[src/spma_pkg.sv]
// ----------------------------------------------------------------------------
// spma_pkg
// Types, codes and helpers shared by the sparse polynomial merge-add block.
// ----------------------------------------------------------------------------
package spma_pkg;

   localparam int TERM_DEPTH_DEF  = 32;
   localparam int COEF_W          = 32;
   localparam int EXP_W           = 16;
   localparam int FUNC_W          = 2;
   localparam int CMD_QUEUE_DEPTH = 2;

   localparam logic [FUNC_W-1:0] FUNC_LOAD_FIRST  = 2'd0;
   localparam logic [FUNC_W-1:0] FUNC_LOAD_SECOND = 2'd1;
   localparam logic [FUNC_W-1:0] FUNC_MERGE       = 2'd2;
   localparam logic [FUNC_W-1:0] FUNC_IGNORED     = 2'd3;

   localparam logic signed [COEF_W-1:0] COEF_MAX = {1'b0, {(COEF_W-1){1'b1}}};
   localparam logic signed [COEF_W-1:0] COEF_MIN = {1'b1, {(COEF_W-1){1'b0}}};

   typedef enum logic [1:0] {
      OP_LOAD_FIRST  = 2'd0,
      OP_LOAD_SECOND = 2'd1,
      OP_MERGE       = 2'd2
   } op_type;

   typedef struct packed {
      logic [FUNC_W-1:0]        func;
      logic signed [COEF_W-1:0] coef;
      logic [EXP_W-1:0]         exponent;
   } req_payload_type;

   typedef struct packed {
      logic signed [COEF_W-1:0] sum_coef;
      logic [EXP_W-1:0]         sum_exponent;
      logic                     last;
      logic                     empty_res;
      logic                     overflow;
   } rsp_payload_type;

   typedef struct packed {
      op_type                   op;
      logic signed [COEF_W-1:0] coef;
      logic [EXP_W-1:0]         exponent;
   } cmd_type;

   typedef struct packed {
      logic signed [COEF_W-1:0] coef;
      logic [EXP_W-1:0]         exponent;
   } term_type;

   function automatic logic signed [COEF_W-1:0] sat_add(
      input logic signed [COEF_W-1:0] a,
      input logic signed [COEF_W-1:0] b
   );
      logic signed [COEF_W:0] s;
      logic signed [COEF_W-1:0] r;
      s = {a[COEF_W-1], a} + {b[COEF_W-1], b};
      if (s[COEF_W] != s[COEF_W-1]) begin
         r = s[COEF_W] ? COEF_MIN : COEF_MAX;
      end else begin
         r = s[COEF_W-1:0];
      end
      return r;
   endfunction

endpackage

[src/spma_chan_if.sv]
// ----------------------------------------------------------------------------
// spma_chan_if
// Valid/ready channel carrying one payload per transaction.
// ----------------------------------------------------------------------------
interface spma_chan_if #(
   parameter type payload_type = logic
);
   logic        valid;
   logic        ready;
   payload_type payload;

   modport source (output valid, output payload, input ready);
   modport sink   (input valid, input payload, output ready);
endinterface

[src/spma_front.sv]
// ----------------------------------------------------------------------------
// spma_front
// Accepts request transactions, decodes the function code and queues
// commands for the back end. Reserved codes are dropped here.
// ----------------------------------------------------------------------------
module spma_front (
   input  logic             clock,
   input  logic             reset,
   spma_chan_if.sink        req_if,
   output spma_pkg::cmd_type cmd,
   output logic             cmd_valid,
   input  logic             cmd_ready
);
   import spma_pkg::*;

   localparam int QPTR_W = (CMD_QUEUE_DEPTH > 1) ? $clog2(CMD_QUEUE_DEPTH) : 1;
   localparam int QCNT_W = $clog2(CMD_QUEUE_DEPTH + 1);

   cmd_type           queue_ff [CMD_QUEUE_DEPTH];
   logic [QPTR_W-1:0] wr_ptr_ff, wr_ptr_in;
   logic [QPTR_W-1:0] rd_ptr_ff, rd_ptr_in;
   logic [QCNT_W-1:0] count_ff, count_in;

   cmd_type decoded;
   logic    keep;
   logic    accept;
   logic    push;
   logic    pop;

   always_comb begin
      decoded.coef     = req_if.payload.coef;
      decoded.exponent = req_if.payload.exponent;
      decoded.op       = OP_MERGE;
      keep             = 1'b0;
      unique case (req_if.payload.func)
         FUNC_LOAD_FIRST: begin
            decoded.op = OP_LOAD_FIRST;
            keep       = 1'b1;
         end
         FUNC_LOAD_SECOND: begin
            decoded.op = OP_LOAD_SECOND;
            keep       = 1'b1;
         end
         FUNC_MERGE: begin
            decoded.op = OP_MERGE;
            keep       = 1'b1;
         end
         FUNC_IGNORED: begin
            keep = 1'b0;
         end
      endcase
   end

   assign req_if.ready = (count_ff != QCNT_W'(CMD_QUEUE_DEPTH));
   assign accept       = req_if.valid && req_if.ready;
   assign push         = accept && keep;
   assign cmd_valid    = (count_ff != '0);
   assign pop          = cmd_valid && cmd_ready;
   assign cmd          = queue_ff[rd_ptr_ff];

   always_comb begin
      wr_ptr_in = push ? QPTR_W'(wr_ptr_ff + QPTR_W'(1)) : wr_ptr_ff;
      rd_ptr_in = pop ? QPTR_W'(rd_ptr_ff + QPTR_W'(1)) : rd_ptr_ff;
      count_in  = count_ff;
      if (push && !pop) begin
         count_in = QCNT_W'(count_ff + QCNT_W'(1));
      end else if (pop && !push) begin
         count_in = QCNT_W'(count_ff - QCNT_W'(1));
      end
   end

   always_ff @(posedge clock) begin
      if (reset) begin
         wr_ptr_ff <= '0;
         rd_ptr_ff <= '0;
         count_ff  <= '0;
      end else begin
         wr_ptr_ff <= wr_ptr_in;
         rd_ptr_ff <= rd_ptr_in;
         count_ff  <= count_in;
      end
   end

   always_ff @(posedge clock) begin
      if (push) begin
         queue_ff[wr_ptr_ff] <= decoded;
      end
   end

   a_count_bound: assert property (@(posedge clock) disable iff (reset)
      count_ff <= QCNT_W'(CMD_QUEUE_DEPTH))
      else $error("command queue count out of range");

   a_push_grows: assert property (@(posedge clock) disable iff (reset)
      (push && !pop) |=> count_ff == QCNT_W'($past(count_ff) + QCNT_W'(1)))
      else $error("command queue did not grow on push");

   a_pop_shrinks: assert property (@(posedge clock) disable iff (reset)
      (pop && !push) |=> count_ff == QCNT_W'($past(count_ff) - QCNT_W'(1)))
      else $error("command queue did not shrink on pop");

endmodule

[src/spma_back.sv]
// ----------------------------------------------------------------------------
// spma_back
// Term stores, counts and the merge engine. Loads fill the stores; a merge
// walks both stores and emits one result term per cycle unless output stalls.
// ----------------------------------------------------------------------------
module spma_back #(
   parameter int TERM_DEPTH = spma_pkg::TERM_DEPTH_DEF
) (
   input  logic              clock,
   input  logic              reset,
   input  spma_pkg::cmd_type cmd,
   input  logic              cmd_valid,
   output logic              cmd_ready,
   spma_chan_if.source       rsp_if
);
   import spma_pkg::*;

   localparam int CNT_W = $clog2(TERM_DEPTH + 1);
   localparam int IDX_W = (TERM_DEPTH > 1) ? $clog2(TERM_DEPTH) : 1;

   typedef enum logic [2:0] {
      ST_IDLE  = 3'b001,
      ST_EMPTY = 3'b010,
      ST_RUN   = 3'b100
   } state_type;

   term_type first_mem  [TERM_DEPTH];
   term_type second_mem [TERM_DEPTH];

   state_type       state_ff, state_in;
   logic [CNT_W-1:0] first_count_ff, first_count_in;
   logic [CNT_W-1:0] second_count_ff, second_count_in;
   logic             dropped_ff, dropped_in;
   logic [CNT_W-1:0] i_ff, i_in;
   logic [CNT_W-1:0] j_ff, j_in;
   term_type         head1_ff, head2_ff;
   logic             rsp_valid_ff, rsp_valid_in;
   rsp_payload_type  rsp_data_ff, rsp_data_in;

   logic             cmd_take;
   logic             out_free;
   logic             more1, more2;
   logic             take1, take2;
   logic             step;
   logic             last_term;
   logic             wr1, wr2;
   logic [IDX_W-1:0] rd1_addr, rd2_addr;
   term_type         load_term;

   assign cmd_ready = (state_ff == ST_IDLE);
   assign cmd_take  = cmd_valid && cmd_ready;
   assign out_free  = !rsp_valid_ff || rsp_if.ready;
   assign more1     = (i_ff < first_count_ff);
   assign more2     = (j_ff < second_count_ff);
   assign take1     = !more2 || (more1 && (head1_ff.exponent > head2_ff.exponent));
   assign take2     = !more1 || (more2 && (head2_ff.exponent > head1_ff.exponent));
   assign step      = (state_ff == ST_RUN) && out_free;
   assign last_term = (i_in >= first_count_ff) && (j_in >= second_count_ff);

   assign load_term.coef     = cmd.coef;
   assign load_term.exponent = cmd.exponent;

   always_comb begin
      state_in        = state_ff;
      first_count_in  = first_count_ff;
      second_count_in = second_count_ff;
      dropped_in      = dropped_ff;
      i_in            = i_ff;
      j_in            = j_ff;
      wr1             = 1'b0;
      wr2             = 1'b0;
      rsp_valid_in    = rsp_valid_ff && !rsp_if.ready;
      rsp_data_in     = rsp_data_ff;

      unique case (state_ff)
         ST_IDLE: begin
            if (cmd_take) begin
               unique case (cmd.op)
                  OP_LOAD_FIRST: begin
                     if (first_count_ff < CNT_W'(TERM_DEPTH)) begin
                        wr1            = 1'b1;
                        first_count_in = CNT_W'(first_count_ff + CNT_W'(1));
                     end else begin
                        dropped_in = 1'b1;
                     end
                  end
                  OP_LOAD_SECOND: begin
                     if (second_count_ff < CNT_W'(TERM_DEPTH)) begin
                        wr2             = 1'b1;
                        second_count_in = CNT_W'(second_count_ff + CNT_W'(1));
                     end else begin
                        dropped_in = 1'b1;
                     end
                  end
                  OP_MERGE: begin
                     i_in = '0;
                     j_in = '0;
                     if (first_count_ff == '0 && second_count_ff == '0) begin
                        state_in = ST_EMPTY;
                     end else begin
                        state_in = ST_RUN;
                     end
                  end
                  default: begin
                     state_in = ST_IDLE;
                  end
               endcase
            end
         end
         ST_EMPTY: begin
            if (out_free) begin
               rsp_valid_in             = 1'b1;
               rsp_data_in.sum_coef     = '0;
               rsp_data_in.sum_exponent = '0;
               rsp_data_in.last         = 1'b1;
               rsp_data_in.empty_res    = 1'b1;
               rsp_data_in.overflow     = dropped_ff;
               dropped_in               = 1'b0;
               state_in                 = ST_IDLE;
            end
         end
         ST_RUN: begin
            if (step) begin
               priority if (take1) begin
                  i_in                     = CNT_W'(i_ff + CNT_W'(1));
                  rsp_data_in.sum_coef     = head1_ff.coef;
                  rsp_data_in.sum_exponent = head1_ff.exponent;
               end else if (take2) begin
                  j_in                     = CNT_W'(j_ff + CNT_W'(1));
                  rsp_data_in.sum_coef     = head2_ff.coef;
                  rsp_data_in.sum_exponent = head2_ff.exponent;
               end else begin
                  i_in                     = CNT_W'(i_ff + CNT_W'(1));
                  j_in                     = CNT_W'(j_ff + CNT_W'(1));
                  rsp_data_in.sum_coef     = sat_add(head1_ff.coef, head2_ff.coef);
                  rsp_data_in.sum_exponent = head2_ff.exponent;
               end
               rsp_valid_in          = 1'b1;
               rsp_data_in.last      = last_term;
               rsp_data_in.empty_res = 1'b0;
               rsp_data_in.overflow  = dropped_ff;
               if (last_term) begin
                  first_count_in  = '0;
                  second_count_in = '0;
                  dropped_in      = 1'b0;
                  state_in        = ST_IDLE;
               end
            end
         end
         default: begin
            state_in = ST_IDLE;
         end
      endcase
   end

   assign rd1_addr = (i_in < CNT_W'(TERM_DEPTH)) ? i_in[IDX_W-1:0] : '0;
   assign rd2_addr = (j_in < CNT_W'(TERM_DEPTH)) ? j_in[IDX_W-1:0] : '0;

   always_ff @(posedge clock) begin
      if (wr1) begin
         first_mem[first_count_ff[IDX_W-1:0]] <= load_term;
      end
      if (wr2) begin
         second_mem[second_count_ff[IDX_W-1:0]] <= load_term;
      end
   end

   always_ff @(posedge clock) begin
      head1_ff <= first_mem[rd1_addr];
      head2_ff <= second_mem[rd2_addr];
   end

   always_ff @(posedge clock) begin
      if (reset) begin
         state_ff        <= ST_IDLE;
         first_count_ff  <= '0;
         second_count_ff <= '0;
         dropped_ff      <= 1'b0;
         i_ff            <= '0;
         j_ff            <= '0;
         rsp_valid_ff    <= 1'b0;
      end else begin
         state_ff        <= state_in;
         first_count_ff  <= first_count_in;
         second_count_ff <= second_count_in;
         dropped_ff      <= dropped_in;
         i_ff            <= i_in;
         j_ff            <= j_in;
         rsp_valid_ff    <= rsp_valid_in;
      end
   end

   always_ff @(posedge clock) begin
      rsp_data_ff <= rsp_data_in;
   end

   assign rsp_if.valid   = rsp_valid_ff;
   assign rsp_if.payload = rsp_data_ff;

   a_count_bound: assert property (@(posedge clock) disable iff (reset)
      first_count_ff <= CNT_W'(TERM_DEPTH) && second_count_ff <= CNT_W'(TERM_DEPTH))
      else $error("term count beyond store depth");

   a_run_has_work: assert property (@(posedge clock) disable iff (reset)
      state_ff == ST_RUN |-> (more1 || more2) &&
         i_ff <= first_count_ff && j_ff <= second_count_ff)
      else $error("merge running with no terms left");

   a_merge_clears: assert property (@(posedge clock) disable iff (reset)
      (step && last_term) |=> state_ff == ST_IDLE && first_count_ff == '0 &&
         second_count_ff == '0 && !dropped_ff)
      else $error("stores not cleared after merge");

   a_empty_is_last: assert property (@(posedge clock) disable iff (reset)
      (rsp_valid_ff && rsp_data_ff.empty_res) |-> rsp_data_ff.last)
      else $error("empty marker without last");

endmodule

[src/sparse_poly_merge_add_top.sv]
// Timing: a load lands in its store when the back end takes it from the command queue;
// a merge moves the back end into its run state as it leaves the queue, and its first
// term is then registered onto the output; the empty marker likewise.
// Throughput: one load per cycle; a merge streams one term per cycle while the output
// is free, paced by the registered store reads, and input stalls once the queue fills.
// Reset: synchronous; clears counts, drop flag, queue and output valid, not stores.
// ----------------------------------------------------------------------------
// sparse_poly_merge_add_top
// Sparse polynomial adder: two term stores loaded in descending exponent
// order, merged into one saturated 16.16 result stream on command.
// ----------------------------------------------------------------------------
module sparse_poly_merge_add_top #(
   parameter int TERM_DEPTH = spma_pkg::TERM_DEPTH_DEF
) (
   input  logic        clock,
   input  logic        reset,
   spma_chan_if.sink   req_if,
   spma_chan_if.source rsp_if
);
   import spma_pkg::*;

   cmd_type cmd;
   logic    cmd_valid;
   logic    cmd_ready;

   spma_front u_front (
      .clock     (clock),
      .reset     (reset),
      .req_if    (req_if),
      .cmd       (cmd),
      .cmd_valid (cmd_valid),
      .cmd_ready (cmd_ready)
   );

   spma_back #(
      .TERM_DEPTH (TERM_DEPTH)
   ) u_back (
      .clock     (clock),
      .reset     (reset),
      .cmd       (cmd),
      .cmd_valid (cmd_valid),
      .cmd_ready (cmd_ready),
      .rsp_if    (rsp_if)
   );

endmodule

[src/flat_wrapper.sv]
// flat-port wrapper written by rule: the top's interface ports become plain ports
module sparse_poly_merge_add_top_flat import spma_pkg::*;
#(
   parameter int TERM_DEPTH = spma_pkg::TERM_DEPTH_DEF
)
  (clock, reset, req_if_valid, req_if_payload, req_if_ready, rsp_if_valid, rsp_if_payload, rsp_if_ready);
  spma_chan_if #(.payload_type(req_payload_type)) req_if_i ();
  spma_chan_if #(.payload_type(rsp_payload_type)) rsp_if_i ();
  input  logic clock;
  input  logic reset;
  input wire logic [$bits(req_if_i.valid)-1:0] req_if_valid;
  input wire logic [$bits(req_if_i.payload)-1:0] req_if_payload;
  output wire logic [$bits(req_if_i.ready)-1:0] req_if_ready;
  output wire logic [$bits(rsp_if_i.valid)-1:0] rsp_if_valid;
  output wire logic [$bits(rsp_if_i.payload)-1:0] rsp_if_payload;
  input wire logic [$bits(rsp_if_i.ready)-1:0] rsp_if_ready;
  assign req_if_i.valid = req_if_valid;
  assign req_if_i.payload = req_if_payload;
  assign req_if_ready = req_if_i.ready;
  assign rsp_if_valid = rsp_if_i.valid;
  assign rsp_if_payload = rsp_if_i.payload;
  assign rsp_if_i.ready = rsp_if_ready;
  sparse_poly_merge_add_top #(.TERM_DEPTH(TERM_DEPTH)) u_core (.clock(clock), .reset(reset), .req_if(req_if_i), .rsp_if(rsp_if_i));
endmodule
[config.mk]
export PLATFORM = sky130hd
export DESIGN_NAME = sparse_poly_merge_add_top_flat
export DESIGN_NICKNAME = d
export VERILOG_FILES = /design/src/spma_pkg.sv /design/src/spma_chan_if.sv /design/src/spma_front.sv /design/src/spma_back.sv /design/src/sparse_poly_merge_add_top.sv /design/src/flat_wrapper.sv
export SDC_FILE = /design/constraint.sdc
export NUM_CORES = 2
export LEC_CHECK = 0
export ABC_AREA = 1
export BUFFER_PORTS_ARGS = -buffer_cell sky130_fd_sc_hd__buf_2
export CORE_MARGIN = 4
export CORE_UTILIZATION = 50
export DETAILED_ROUTE_END_ITERATION = 8
export PLACE_DENSITY_LB_ADDON = 0.3
export SLEW_MARGIN = 40
export SYNTH_ARGS = -nofsm -noshare
export SYNTH_HDL_FRONTEND = slang
export SYNTH_SLANG_ARGS = --single-unit
[constraint.sdc]
create_clock -name clock -period 19.7 [get_ports clock]
set_input_delay 1.97 -clock clock [delete_from_list [all_inputs] [get_ports clock]]
set_output_delay 1.97 -clock clock [all_outputs]
set_load 0.01 [all_outputs]
==> impl_metrics.yaml <==
status:
  status: "completed"
run:
  max_cap_viol_count: 0
timing:
  drv_slew: 0
  rsz0062_at_grt: "false"
  fmax_mhz: 152
  whs_ns: 0.467
  fin_skew_ns: 0.0491
  setup_viol: 0
  tightest_slew_ns: 0.982
  finalHoldViolCount: 0
  period_minus_slack_ns: 6.59
  finalCritPeriodShare_pct: 33.4
  slew_headroom_pct: 34.5
  tns_ns: 0
detailed_routing:
  first_pass_iters: 7
  route.vias.total: 103316
  wl_per_cell_um: 23.6
  ant_nets: 0
  viasPerCell: 5.74
  post-route-drc-count: 0
  drt_iter0_markers: 14366
  routed_wirelength_um: 425000
finish:
  layout_commonest_cell: "edfxtp_1"
  fin_cells: 17987
  fillers: 24260
  drive_gt1_share_pct: 7.28
  mostFrequentLayoutCells: "edfxtp_1 (3223), nand2_1 (2693), nand3_1 (2392), inv_1 (1649), nor2_1 (1329)"
  syn2layout_area_growth_pct: 11.2
  finalNetCount: 13915
worst_setup_path:
  worstPathArrival_ns: 7.42
  startpoint_type: "input port"
  r2r-end: "u_core.u_back.head1_ff[29]"
  cp.required_ns: 20.53
  reg2reg_from: "u_core.u_back.first_count_ff[2]"
  ff2ff_path_depth: 26
  endpoint_kind: "flip-flop"
  r2r_setup_slack_ns: 13.16
  path_class: "in -> reg"
  worstPathMaxFanout: 87
logic_synthesis:
  synthCells: 13962
  synth.distinct_cells: 50
  synth-seq-cells: 3353
  synth-edff-count: 3223
  syn_nets: 14098
  yosys_warnings: 0
  syn-mean-instance-area_um2: 10.6
  seq_area_frac_synth_pct: 67.3
  synth_async_sr_flop_share_pct: 0
  synthesis.area_um2: 148000
  synth_ff_type: "edfxtp_1"
clock_network:
  cts_tree: "done"
  cts_resized: 0
  clk_latency_ns: 0.90
  cts_max_level: 5
  cts_root_buffer: "clkbuf_16"
  cts_sinks: 3353
  path_clk_slew_ns: 0.06
  postCtsSetupBuffers: 0
  clockBufferDepth: 4
  numCtsBuffers: 343
  ctsHoldBuffers: 0
placement:
  globalplace.congestion: 0.864
  dp_hpwl_um: 221000
  port_buffers: 106
  dpl.cell_count: 17339
floorplan:
  core_um2: 294000
  pin_count: 107
  num_rows: 199
  die_h_um: 552
  initial_core_util_pct: 50.2
  fp.dieW_um: 552
  dieArea_um2: 304000
power:
  peakVddDrop_v: 0.000127
  pwr_density_cell_nw_per_um2: 106
  p_leak_nw: 63.4
worst_hold_path:
  worstHoldPathType: "reg -> reg"
  hold_start: "u_core.u_front.rd_ptr_ff"
  holdPathEnd: "u_core.u_front.rd_ptr_ff"
  hold_path_depth: 1
global_routing:
  grt-busiest-layer: "met2"
  grt.overflow.total: 0
  grt_pass1_vias: 96834
  grt_pass1_wl_um: 625000
  use_met2_pct: 43.3
  antenna_found_initial: 34
  grt_max_degree: 199
  grt_use_total_pct: 27.2
  grt_use_met1_pct: 38.6
  grt_use_met3_pct: 3.89
==> cell usage after synthesis (all sizes together), types with 3 or more instances <==
cell	instances	area, um^2
clkinv	3	11.3
inv	1667	6260
or2	144	901
o21ai	56	288
clkbuf	360	1350
nand3	2395	12000
nor4	4	25.0
o2111ai	3	26.3
a221oi	3	26.3
ha	81	1010
o21bai	8	60.1
a211oi	5	37.5
xnor2	7	61.3
a21o	7	52.6
nor3b	7	52.6
nor3	14	92.6
a21oi	139	707
nand2	2754	10300
nand3b	530	3980
buf	535	2670
nand4	440	2750
o211ai	5	37.5
nor2	1401	5270
xor2	25	219
dfxtp	130	2600
o21a	6	45.0
edfxtp	3223	96800
==> worst max-delay path: stages <==
cell and delay, ns:
buf_2 0.10, nor2_1 0.48, inv_1 0.12, nand2_1 0.22, nor2_1 0.09, nand3_1 0.13, clkinv_1 0.10, nand3_1 0.12
nand3_4 0.41, nand2_2 0.44, inv_8 0.30, nand2_8 0.40, buf_16 0.33, buf_6 0.67, buf_4 0.75, nand3_1 0.17
nand3_1 0.11, nand3_1 0.11, nand2_1 0.13, nand2_1 0.06, nand2_1 0.09
==> stage by stage <==
| step | utilization, % | total power, mW | instance area, um^2 | setup slack [ns] |
|---|---|---|---|---|
| CTS | 55.7 | 17.3 | 164000 | 13.01 |
| global placement | 51.6 | 10.9 | 152000 | 11.80 |
| detailed placement | 52.0 | 11.0 | 153000 | 12.11 |
| floorplan | - | 10.1 | 148000 | 13.51 |
| finish | 55.9 | 17.4 | 164000 | 13.11 |
| global route | 55.9 | 17.9 | 164000 | 12.67 |
==> final cells by class <==
type / instances / area [um^2] / share of cell area (%)
Multi-Input combinational cell: 8044 / 38900 / 23.7
Inverter: 1670 / 6320 / 3.84
Sequential cell: 3353 / 99400 / 60.5
Timing Repair Buffer: 367 / 3740 / 2.27
Clock buffer: 480 / 9590 / 5.84
Clock inverter: 146 / 1450 / 0.885
Antenna cell: 8 / 20.0 / 0.0122
Tap cell: 3919 / 4900 / 2.98
==> how the worst max path moves through the flow <==
stage | start | endpoint | slack [ns] | depth (start not counted)
global placement | rsp_if_ready | u_core.u_back.head1_ff[26] | 11.80 | 20
global route | u_core.u_back.first_count_ff[2] | u_core.u_back.head1_ff[29] | 12.67 | 26
finish | rsp_if_ready | u_core.u_back.head2_ff[15] | 13.11 | 21
detailed placement | rsp_if_ready | u_core.u_back.head2_ff[43] | 12.11 | 20
CTS | rsp_if_ready | u_core.u_back.head2_ff[43] | 13.01 | 21
floorplan | u_core.u_back.state_ff[0] | u_core.u_back.first_mem[31][0] | 13.51 | 6
==> sequential cells by signal, indices dropped and copies added (netlist names), 6 cells and up, named ones only <==
signal and count:
u_core.u_back.head1_ff 48, u_core.u_back.rsp_if.payload 51, u_core.u_back.i_ff 6, u_core.u_back.second_count_ff 6
u_core.u_front.queue_ff 100, u_core.u_back.first_count_ff 6, u_core.u_back.first_mem 1536, u_core.u_back.second_mem 1536
u_core.u_back.j_ff 6, u_core.u_back.head2_ff 48
==> cell families after synthesis <==
| logic type | Yosys count | synth area share [%] |
|---|---|---|
| adders and majority gates | 82 | 0.699 |
| muxes | 1 | 0.00677 |
| AOI/OAI and AO/OA | 239 | 0.904 |
| and+or+nand+nor | 7690 | 24.0 |
| buffers and inverters | 2565 | 6.97 |
| DFF | 3353 | 67.3 |
| xor gates and xnor gates | 32 | 0.190 |
==> where the power goes <==
| part | leakage [nW] | switching, mW | internal (mW) |
|---|---|---|---|
| clock network | 5.42 | 2.72 | 3.74 |
| logic | 27.8 | 1.68 | 0.355 |
| registers | 30.2 | 0.0907 | 8.77 |
| total | 63.4 | 4.49 | 12.9 |
==> routing by layer <==
layer / vias up / wire (um)
met5: - / 36
met4: 6 / 15500
li1: 46883 / -
met1: 49994 / 168000
met2: 5580 / 194000
met3: 853 / 46500
(Power assumes the default switching activity.)
